File: src/rtl/lzbtd_pkg.sv
// shared types and constants for the lz bitstream token decoder
package lzbtd_pkg;

    localparam int TableEntries = 52;
    localparam int TabAddrW     = 6;

    typedef enum logic [1:0] {
        KIND_LITERAL = 2'd0,
        KIND_MATCH   = 2'd1,
        KIND_END     = 2'd2,
        KIND_ERROR   = 2'd3
    } token_kind_t;

    typedef enum logic [3:0] {
        PH_FIRST     = 4'd0,
        PH_TABLE     = 4'd1,
        PH_FLAG      = 4'd2,
        PH_GAMMA     = 4'd3,
        PH_LENBITS   = 4'd4,
        PH_CLASSBITS = 4'd5,
        PH_OFFBITS   = 4'd6,
        PH_RUNLEN    = 4'd7,
        PH_RUNBYTES  = 4'd8,
        PH_LITBYTE   = 4'd9,
        PH_HALT      = 4'd10
    } phase_t;

    // controller to datapath
    typedef struct packed {
        logic load_byte;
        logic step;
        logic emit_ack;
    } dp_cmd_t;

    // datapath to controller
    typedef struct packed {
        logic busy;
        logic res_valid;
        logic emit_next;
    } dp_status_t;

    typedef struct packed {
        token_kind_t kind;
        logic [7:0]  lit;
        logic [15:0] len;
        logic [15:0] off;
    } result_t;

endpackage

File: src/rtl/lz_bitstream_token_decoder_top.sv
// lz bitstream token decoder top level
// sequence: a word is taken in idle, then the datapath steps once for each bit consumed,
// each field completed and each table lookup, returns to idle, and hands each result out
// a refill word brings 8 bits into the bit buffer; a literal word is itself the result byte
// throughput: one word at a time; a pending result stalls steps only when a second is due
// aresetn synchronous active low: empty bit buffer, first-byte phase; tables are not cleared
module lz_bitstream_token_decoder_top (
    input  logic        aclk,
    input  logic        aresetn,
    input  logic        s_valid,
    output logic        s_ready,
    input  logic [7:0]  s_stream_byte,
    input  logic        s_frame_start,
    output logic        m_valid,
    input  logic        m_ready,
    output logic [1:0]  m_token_kind,
    output logic [7:0]  m_literal_value,
    output logic [15:0] m_match_length,
    output logic [15:0] m_match_offset,
    output logic        m_last
);
    lzbtd_pkg::dp_cmd_t    cmd;
    lzbtd_pkg::dp_status_t status;
    lzbtd_pkg::result_t    res;

    lzbtd_ctrl u_ctrl (
        .aclk, .aresetn, .s_valid, .s_ready, .m_valid, .m_ready, .m_last,
        .status, .cmd
    );

    lzbtd_datapath u_dp (
        .aclk, .aresetn, .cmd,
        .in_byte  (s_stream_byte),
        .in_start (s_frame_start),
        .status, .res
    );

    assign m_token_kind    = res.kind;
    assign m_literal_value = res.lit;
    assign m_match_length  = res.len;
    assign m_match_offset  = res.off;
endmodule

File: src/rtl/lzbtd_datapath.sv
// parse state, bit buffer, tables and one-step token logic
module lzbtd_datapath (
    input  logic                 aclk,
    input  logic                 aresetn,
    input  lzbtd_pkg::dp_cmd_t   cmd,
    input  logic [7:0]           in_byte,
    input  logic                 in_start,
    output lzbtd_pkg::dp_status_t status,
    output lzbtd_pkg::result_t   res
);
    logic [8:0]  buf_reg, buf_next;
    logic [15:0] base_mem [lzbtd_pkg::TableEntries];
    logic [3:0]  width_mem [lzbtd_pkg::TableEntries];
    logic [5:0]  cnt_reg, cnt_next;
    logic [15:0] bacc_reg, bacc_next;
    lzbtd_pkg::phase_t ph_reg, ph_next;
    logic [4:0]  gi_reg, gi_next;
    logic [15:0] fa_reg, fa_next;
    logic [4:0]  rem_reg, rem_next;
    logic [15:0] hl_reg, hl_next;
    logic [5:0]  oc_reg, oc_next;
    logic [15:0] run_reg, run_next;
    logic        rv_reg, rv_next;
    logic        lk_reg, lk_next;
    lzbtd_pkg::result_t res_reg, res_next;
    logic        wr_en;
    logic [5:0]  wr_addr;
    logic [15:0] wr_base;
    logic [3:0]  wr_width;
    logic        is_field, active, need_look, emit_now;
    logic [5:0]  sum7, c_idx, wa, ba;
    logic [15:0] tbase_g, tbase_c, hl_calc, base_rd_reg;
    logic [3:0]  twid_g, twid_c, wid_rd_reg;
    lzbtd_pkg::phase_t ph_eff;

    // table reads are registered; addresses follow the current phase
    assign wa       = (ph_reg == lzbtd_pkg::PH_GAMMA) ? {2'b00, gi_reg[3:0]} : c_idx;
    assign ba       = (ph_reg == lzbtd_pkg::PH_OFFBITS) ? oc_reg : {2'b00, gi_reg[3:0]};
    assign tbase_g  = base_rd_reg;
    assign twid_g   = wid_rd_reg;
    assign sum7     = oc_reg + fa_reg[5:0];
    assign c_idx    = (sum7 >= 6'(lzbtd_pkg::TableEntries)) ?
                      sum7 - 6'(lzbtd_pkg::TableEntries) : sum7;
    assign twid_c   = wid_rd_reg;
    assign tbase_c  = base_rd_reg;
    assign hl_calc  = tbase_g + fa_reg;

    assign ph_eff = (in_start && cmd.load_byte) ? lzbtd_pkg::PH_FIRST : ph_reg;
    assign is_field = (ph_reg == lzbtd_pkg::PH_TABLE) || (ph_reg == lzbtd_pkg::PH_LENBITS) ||
                      (ph_reg == lzbtd_pkg::PH_CLASSBITS) || (ph_reg == lzbtd_pkg::PH_OFFBITS) ||
                      (ph_reg == lzbtd_pkg::PH_RUNLEN);
    assign active = (is_field && rem_reg == 5'd0) ||
                    ((is_field || ph_reg == lzbtd_pkg::PH_FLAG ||
                      ph_reg == lzbtd_pkg::PH_GAMMA) && buf_reg > 9'd1);
    assign need_look = (rem_reg == 5'd0 && ((ph_reg == lzbtd_pkg::PH_LENBITS) ||
                        (ph_reg == lzbtd_pkg::PH_CLASSBITS) ||
                        (ph_reg == lzbtd_pkg::PH_OFFBITS))) ||
                       (ph_reg == lzbtd_pkg::PH_GAMMA && buf_reg > 9'd1 && buf_reg[0] &&
                        gi_reg < 5'd16);
    assign emit_now = (ph_reg == lzbtd_pkg::PH_OFFBITS && rem_reg == 5'd0) ||
                      (ph_reg == lzbtd_pkg::PH_GAMMA && buf_reg > 9'd1 &&
                       (buf_reg[0] ? (gi_reg == 5'd16) : (gi_reg == 5'd17)));

    assign status.busy      = active;
    assign status.res_valid = rv_reg;
    assign status.emit_next = emit_now;
    assign res              = res_reg;

    always_comb begin
        buf_next = buf_reg; cnt_next = cnt_reg; bacc_next = bacc_reg;
        ph_next = ph_reg; gi_next = gi_reg; fa_next = fa_reg; rem_next = rem_reg;
        hl_next = hl_reg; oc_next = oc_reg; run_next = run_reg;
        rv_next = rv_reg; res_next = res_reg; lk_next = lk_reg;
        wr_en = 1'b0; wr_addr = cnt_reg; wr_base = bacc_reg; wr_width = fa_reg[3:0];
        if (cmd.emit_ack) begin
            rv_next = 1'b0;
        end
        if (cmd.load_byte) begin
            lk_next = 1'b0;
            if (in_start) begin
                cnt_next = '0; bacc_next = 16'd1; gi_next = '0; hl_next = '0;
                oc_next = '0; run_next = '0;
            end
            res_next = '{kind: lzbtd_pkg::KIND_LITERAL, lit: in_byte, len: '0, off: '0};
            case (ph_eff)
                lzbtd_pkg::PH_FIRST: begin
                    buf_next = (in_byte != 8'd0) ? {1'b0, in_byte} : 9'd1;
                    cnt_next = '0; bacc_next = 16'd1;
                    ph_next = lzbtd_pkg::PH_TABLE; fa_next = '0; rem_next = 5'd4;
                end
                lzbtd_pkg::PH_LITBYTE: begin
                    rv_next = 1'b1; ph_next = lzbtd_pkg::PH_FLAG;
                end
                lzbtd_pkg::PH_RUNBYTES: begin
                    rv_next = 1'b1; run_next = run_reg - 16'd1;
                    if (run_reg == 16'd1) begin
                        ph_next = lzbtd_pkg::PH_FLAG;
                    end
                end
                lzbtd_pkg::PH_HALT: begin
                end
                default: begin
                    buf_next = {1'b1, in_byte};
                end
            endcase
        end else if (cmd.step && need_look && !lk_reg) begin
            // table lookup cycle
            lk_next = 1'b1;
        end else if (cmd.step) begin
            lk_next = 1'b0;
            if (is_field && rem_reg == 5'd0) begin
                fa_next = '0;
                case (ph_reg)
                    lzbtd_pkg::PH_TABLE: begin
                        wr_en = 1'b1;
                        wr_base = (cnt_reg[3:0] == 4'd0) ? 16'd1 : bacc_reg;
                        bacc_next = wr_base + (16'd1 << fa_reg[3:0]);
                        cnt_next = cnt_reg + 6'd1;
                        if (cnt_reg == 6'(lzbtd_pkg::TableEntries - 1)) begin
                            ph_next = lzbtd_pkg::PH_FLAG; rem_next = '0;
                        end else begin
                            rem_next = 5'd4;
                        end
                    end
                    lzbtd_pkg::PH_LENBITS: begin
                        hl_next = hl_calc; ph_next = lzbtd_pkg::PH_CLASSBITS;
                        if (hl_calc == 16'd1) begin
                            oc_next = 6'd48; rem_next = 5'd2;
                        end else if (hl_calc == 16'd2) begin
                            oc_next = 6'd32; rem_next = 5'd4;
                        end else begin
                            oc_next = 6'd16; rem_next = 5'd4;
                        end
                    end
                    lzbtd_pkg::PH_CLASSBITS: begin
                        oc_next = c_idx; ph_next = lzbtd_pkg::PH_OFFBITS;
                        rem_next = {1'b0, twid_c};
                    end
                    lzbtd_pkg::PH_OFFBITS: begin
                        rv_next = 1'b1;
                        res_next = '{kind: lzbtd_pkg::KIND_MATCH, lit: '0, len: hl_reg,
                                     off: tbase_c + fa_reg};
                        ph_next = lzbtd_pkg::PH_FLAG; rem_next = '0;
                    end
                    default: begin
                        run_next = fa_reg; rem_next = '0;
                        ph_next = (fa_reg != 16'd0) ? lzbtd_pkg::PH_RUNBYTES
                                                    : lzbtd_pkg::PH_FLAG;
                    end
                endcase
            end else if (buf_reg > 9'd1) begin
                buf_next = buf_reg >> 1;
                case (ph_reg)
                    lzbtd_pkg::PH_FLAG: begin
                        if (buf_reg[0]) begin
                            ph_next = lzbtd_pkg::PH_LITBYTE;
                        end else begin
                            ph_next = lzbtd_pkg::PH_GAMMA; gi_next = '0;
                        end
                    end
                    lzbtd_pkg::PH_GAMMA: begin
                        fa_next = '0;
                        if (buf_reg[0]) begin
                            if (gi_reg == 5'd16) begin
                                rv_next = 1'b1; ph_next = lzbtd_pkg::PH_HALT;
                                res_next = '{kind: lzbtd_pkg::KIND_END, lit: '0, len: '0,
                                             off: '0};
                            end else if (gi_reg == 5'd17) begin
                                ph_next = lzbtd_pkg::PH_RUNLEN; rem_next = 5'd16;
                            end else begin
                                ph_next = lzbtd_pkg::PH_LENBITS;
                                rem_next = {1'b0, twid_g};
                            end
                        end else begin
                            gi_next = gi_reg + 5'd1;
                            if (gi_reg == 5'd17) begin
                                rv_next = 1'b1; ph_next = lzbtd_pkg::PH_HALT;
                                res_next = '{kind: lzbtd_pkg::KIND_ERROR, lit: '0, len: '0,
                                             off: '0};
                            end
                        end
                    end
                    default: begin
                        fa_next = {fa_reg[14:0], buf_reg[0]};
                        rem_next = rem_reg - 5'd1;
                    end
                endcase
            end
        end
    end

    always_ff @(posedge aclk) begin
        if (wr_en) begin
            base_mem[wr_addr]  <= wr_base;
            width_mem[wr_addr] <= wr_width;
        end
        base_rd_reg <= base_mem[ba];
        wid_rd_reg  <= width_mem[wa];
    end

    always_ff @(posedge aclk) begin
        res_reg <= res_next;
        fa_reg  <= fa_next;
        hl_reg  <= hl_next;
        run_reg <= run_next;
        if (!aresetn) begin
            buf_reg <= 9'd1; cnt_reg <= '0; bacc_reg <= 16'd1; ph_reg <= lzbtd_pkg::PH_FIRST;
            gi_reg <= '0; rem_reg <= '0; oc_reg <= '0; rv_reg <= 1'b0; lk_reg <= 1'b0;
        end else begin
            buf_reg <= buf_next; cnt_reg <= cnt_next; bacc_reg <= bacc_next;
            ph_reg <= ph_next; gi_reg <= gi_next; rem_reg <= rem_next;
            oc_reg <= oc_next; rv_reg <= rv_next; lk_reg <= lk_next;
        end
    end
endmodule

File: src/rtl/lzbtd_ctrl.sv
// handshake controller: accepts words, steps the datapath, drives results
module lzbtd_ctrl (
    input  logic                  aclk,
    input  logic                  aresetn,
    input  logic                  s_valid,
    output logic                  s_ready,
    output logic                  m_valid,
    input  logic                  m_ready,
    output logic                  m_last,
    input  lzbtd_pkg::dp_status_t status,
    output lzbtd_pkg::dp_cmd_t    cmd
);
    typedef enum logic [2:0] {
        ST_IDLE = 3'b001,
        ST_RUN  = 3'b010,
        ST_OUT  = 3'b100
    } state_t;

    state_t state_reg, state_next;
    logic   out_fire;
    logic   out_block;

    assign s_ready   = (state_reg == ST_IDLE);
    assign m_valid   = (state_reg == ST_OUT);
    assign m_last    = !status.busy;
    assign out_fire  = m_valid && m_ready;
    // a second result is due while the first still waits
    assign out_block = status.res_valid && status.emit_next;

    always_comb begin
        cmd.load_byte = s_valid && s_ready;
        cmd.emit_ack  = out_fire;
        cmd.step      = (state_reg == ST_RUN) && status.busy && !out_block;
        state_next    = state_reg;
        case (state_reg)
            ST_IDLE: begin
                if (s_valid) begin
                    state_next = ST_RUN;
                end
            end
            ST_RUN: begin
                if (out_block || (status.res_valid && !status.busy)) begin
                    state_next = ST_OUT;
                end else if (!status.busy) begin
                    state_next = ST_IDLE;
                end
            end
            ST_OUT: begin
                if (m_ready) begin
                    state_next = m_last ? ST_IDLE : ST_RUN;
                end
            end
            default: state_next = ST_IDLE;
        endcase
    end

    always_ff @(posedge aclk) begin
        if (!aresetn) begin
            state_reg <= ST_IDLE;
        end else begin
            state_reg <= state_next;
        end
    end
endmodule

File: config.mk
export PLATFORM = sky130hd
export DESIGN_NAME = lz_bitstream_token_decoder_top
export DESIGN_NICKNAME = d
export VERILOG_FILES = /design/src/rtl/lzbtd_pkg.sv /design/src/rtl/lz_bitstream_token_decoder_top.sv /design/src/rtl/lzbtd_datapath.sv /design/src/rtl/lzbtd_ctrl.sv
export SDC_FILE = /design/constraint.sdc
export NUM_CORES = 2
export LEC_CHECK = 0
export ABC_AREA = 1
export BUFFER_PORTS_ARGS = -buffer_cell sky130_fd_sc_hd__buf_2
export CAP_MARGIN = 25
export CORE_MARGIN = 8
export CORE_UTILIZATION = 60
export CTS_BUF_LIST = sky130_fd_sc_hd__clkbuf_16
export DETAILED_ROUTE_END_ITERATION = 6
export PLACE_DENSITY_LB_ADDON = 0.25
export SYNTH_ARGS = -nofsm -noshare
export SYNTH_HDL_FRONTEND = slang
export SYNTH_SLANG_ARGS = --single-unit
File: constraint.sdc
create_clock -name aclk -period 5.2 [get_ports aclk]
set_input_delay 0.26 -clock aclk [delete_from_list [all_inputs] [get_ports aclk]]
set_output_delay 0.26 -clock aclk [all_outputs]
set_load 0.05 [all_outputs]
==> flow_metrics.env <==
export IMPL_stdcell_count=5734
export IMPL_reg2reg_from="u_dp.rem_reg[0]"
export IMPL_hold_buffers=12
export IMPL_total_leakage_power_nw=20.0
export IMPL_drv_cap=0
export IMPL_power_density_nw_per_um2=488
export IMPL_wl_per_cell_um=24.8
export IMPL_grtUsageTotal=0.293
export IMPL_rows=107
export IMPL_synth_top_cell_by_area="edfxtp_1"
export IMPL_critPathKind="reg2reg"
export IMPL_synth_distinct_cells=52
export IMPL_min_period_ps=4330
export IMPL_critPathLaunchType="flip-flop"
export IMPL_max_clock_freq_mhz=231
export IMPL_register_area_um2=35100
export IMPL_clk_latency_ps=730
export IMPL_whs_ps=75.3
export IMPL_cp_num_cells=13
export IMPL_grt_max_degree=141
export IMPL_async_flop_share=0
export IMPL_cts_buffers=119
export IMPL_synth_top_area_share=0.644
export IMPL_core_um2=84700
export IMPL_dp_cells=5494
export IMPL_path_common_cell="nor2_2"
export IMPL_multiInputGateArea_um2=14100
export IMPL_postSynthCellCount=4409
export IMPL_drv_slew=0
export IMPL_utilization=0.676
export IMPL_hp_class="in2reg"
export IMPL_cp_data_arrival_time_ps=4720
export IMPL_yosysSeqAreaShare=0.687
export IMPL_area_growth_pct=12.1
export IMPL_post_dp_hpwl_um=83200
export IMPL_path_cells="inv_1 -> ha_1 -> nand3_1 -> a21oi_4 -> o21ai_2 -> nor2_2 -> nand2_2 -> nor3_4 -> inv_2 -> nor2_4 -> nand3_2 -> nor2_2 -> buf_4"
export IMPL_hold_viol_final=0
export IMPL_largest_register_ffs=832
export IMPL_post_route_period_util=0.833
export IMPL_cp_buffers_inverters=3
export IMPL_gp_congestion=0.930
export IMPL_crit_fanout=16
export IMPL_start_util=0.603
export IMPL_clock_sinks=1206
export IMPL_status="completed"
export IMPL_grt_pass1_vias=34600
export IMPL_synth_area_top_cells="edfxtp_1, o21ai_0, nor2_1, dfxtp_1, nand3_1"
export IMPL_cts_htree_levels=3
export IMPL_path_delay_family="simple AND/OR/NAND/NOR gates"
export IMPL_worst_path_max_delay_cell="nor3_4"
export IMPL_via_per_inst=6.26
export IMPL_gr_total_overflow=0
export IMPL_ios=58
export IMPL_first_pass_iters=6
export IMPL_nets=4546
export IMPL_clockRootBuffer="clkbuf_16"
export IMPL_worstSetupEndpoint="u_dp.base_mem[48][14]"
export IMPL_clk_pin_slew_ps=60
export IMPL_netlist_area_um2=51100
export IMPL_synth_edf_count=1096
export IMPL_cts_tree="built"
export IMPL_cp_required_ps=5590
export IMPL_setup_viol=0
export IMPL_ys_warn_count=0
export IMPL_startpoint="u_dp.rem_reg[0]"
export IMPL_peakVddDrop_v=0.000340
export IMPL_synthTopCellsByCount="edfxtp_1, nor2_1, o21ai_0, nand2_1, nand3_1"
export IMPL_timing_rr_end="u_dp.base_mem[48][14]"
export IMPL_clockBufferDepth=3
export IMPL_cts_setup_buffers=0
export IMPL_nFillCells=6047
export IMPL_cp_end_kind="flip-flop"
export IMPL_grt_pass1_wl_um=210000
export IMPL_synth_most_common_cell="edfxtp_1"
export IMPL_num_vias=35900
export IMPL_antenna_found_initial=2
export IMPL_final_area_um2=57300
export IMPL_reg2reg_depth=13
export IMPL_rsz0062_at_grt="false"
export IMPL_drt_iter0_markers=4740
export IMPL_synth_seq_cells=1206
export IMPL_synthFlopType="edfxtp_1"
export IMPL_dieArea_um2=94800
export IMPL_tns_ps=0
export IMPL_route_detailed_drc=0
export IMPL_fp_dieH_um=308
export IMPL_routed_wl_um=142000
export IMPL_cts_resized=0
export IMPL_synth_fp_nets=4470
export IMPL_postSynthAreaPerCell_um2=11.6
export IMPL_drive_gt1_frac=0.111
export IMPL_clock_skew_ps=41.0
export IMPL_tightest_slew_ps=969
export IMPL_die_w_um=308
export IMPL_max_stage_delay_ps=590
export IMPL_slew_limit_headroom=0.354
export IMPL_place_area_um2=53300
export IMPL_io_buffers=57
export IMPL_ant_nets=0
export IMPL_reg2reg_setup_slack_ps=870
## through the flow
stage          setup slack [ps]  power [mW]
3_5_place_dp               1050        19.4
5_1_grt                     680        29.1
4_1_cts                    1020        27.8
2_1_floorplan               704        16.7
6_report                    868        27.9
3_3_place_gp               1160        19.3
## per-layer routing
layer,vias to the layer above,routed length (um),global-route usage
li1,16100,-,-
met1,17300,52700,0.378
met2,2114,65400,0.465
met3,405,16000,0.0680
met4,0,7840,0.154
met5,-,0,0
## worst register-to-register path, cell delays in order, from the launching register on
cell and delay [ps]:
dfxtp_1 300, inv_1 100, ha_1 230, nand3_1 210, a21oi_4 410, o21ai_2 130, nor2_2 150, nand2_2 140
nor3_4 590, inv_2 310, nor2_4 230, nand3_2 450, nor2_2 400, buf_4 330
## area by class of cell
| class | count | area share |
|---|---|---|
| Inverter | 293 | 0.0194 |
| Tap cell | 1144 | 0.0250 |
| Clock inverter | 105 | 0.0149 |
| Timing Repair Buffer | 209 | 0.0290 |
| Clock buffer | 120 | 0.0524 |
| Sequential cell | 1206 | 0.613 |
| Antenna cell | 1 | 0.0000437 |
| Multi-Input combinational cell | 2656 | 0.246 |
## cell families (layout without fill, tap and decap cells)
| family | count (synthesis) | in the layout | share of synthesized area |
|---|---|---|---|
| compound gates | 1163 | 1163 | 0.135 |
| xor+xnor | 28 | 28 | 0.00480 |
| fa+ha+maj | 48 | 48 | 0.0122 |
| buf+inv | 547 | 727 | 0.0434 |
| flops | 1206 | 1206 | 0.687 |
| other cells | 0 | 1 | 0 |
| simple gates | 1417 | 1417 | 0.118 |
## worst min-delay path by stage
stage,start,endpoint,slack [ps],cells past startpoint
final,s_frame_start,u_dp.rv_reg,80,4
after CTS,s_frame_start,u_dp.rv_reg,50,4
after floorplan,aresetn,u_dp.buf_reg[8],400,2
after global routing,s_frame_start,u_dp.rv_reg,80,4
after detailed placement,u_dp.res[1],u_dp.res[1],450,2
after global placement,u_dp.res[15],u_dp.res[15],450,2
## where the power goes
group	switching (mW)	internal, mW	leakage, nW
combinational	5.95	2.21	7.04
sequential	0.246	11.1	11.0
clock	3.74	4.72	1.97
## cell usage in the layout (no fill, tap or decap), types with 120 or more instances in the layout
master     instances
inv_1            294
nand3_1          317
edfxtp_1        1096
a21oi_1          125
clkbuf_16        120
nand2_1          385
o21ai_0          580
nor2_1           544
buf_4            124
o211ai_1         178
Power figures use the tool's default switching activity.
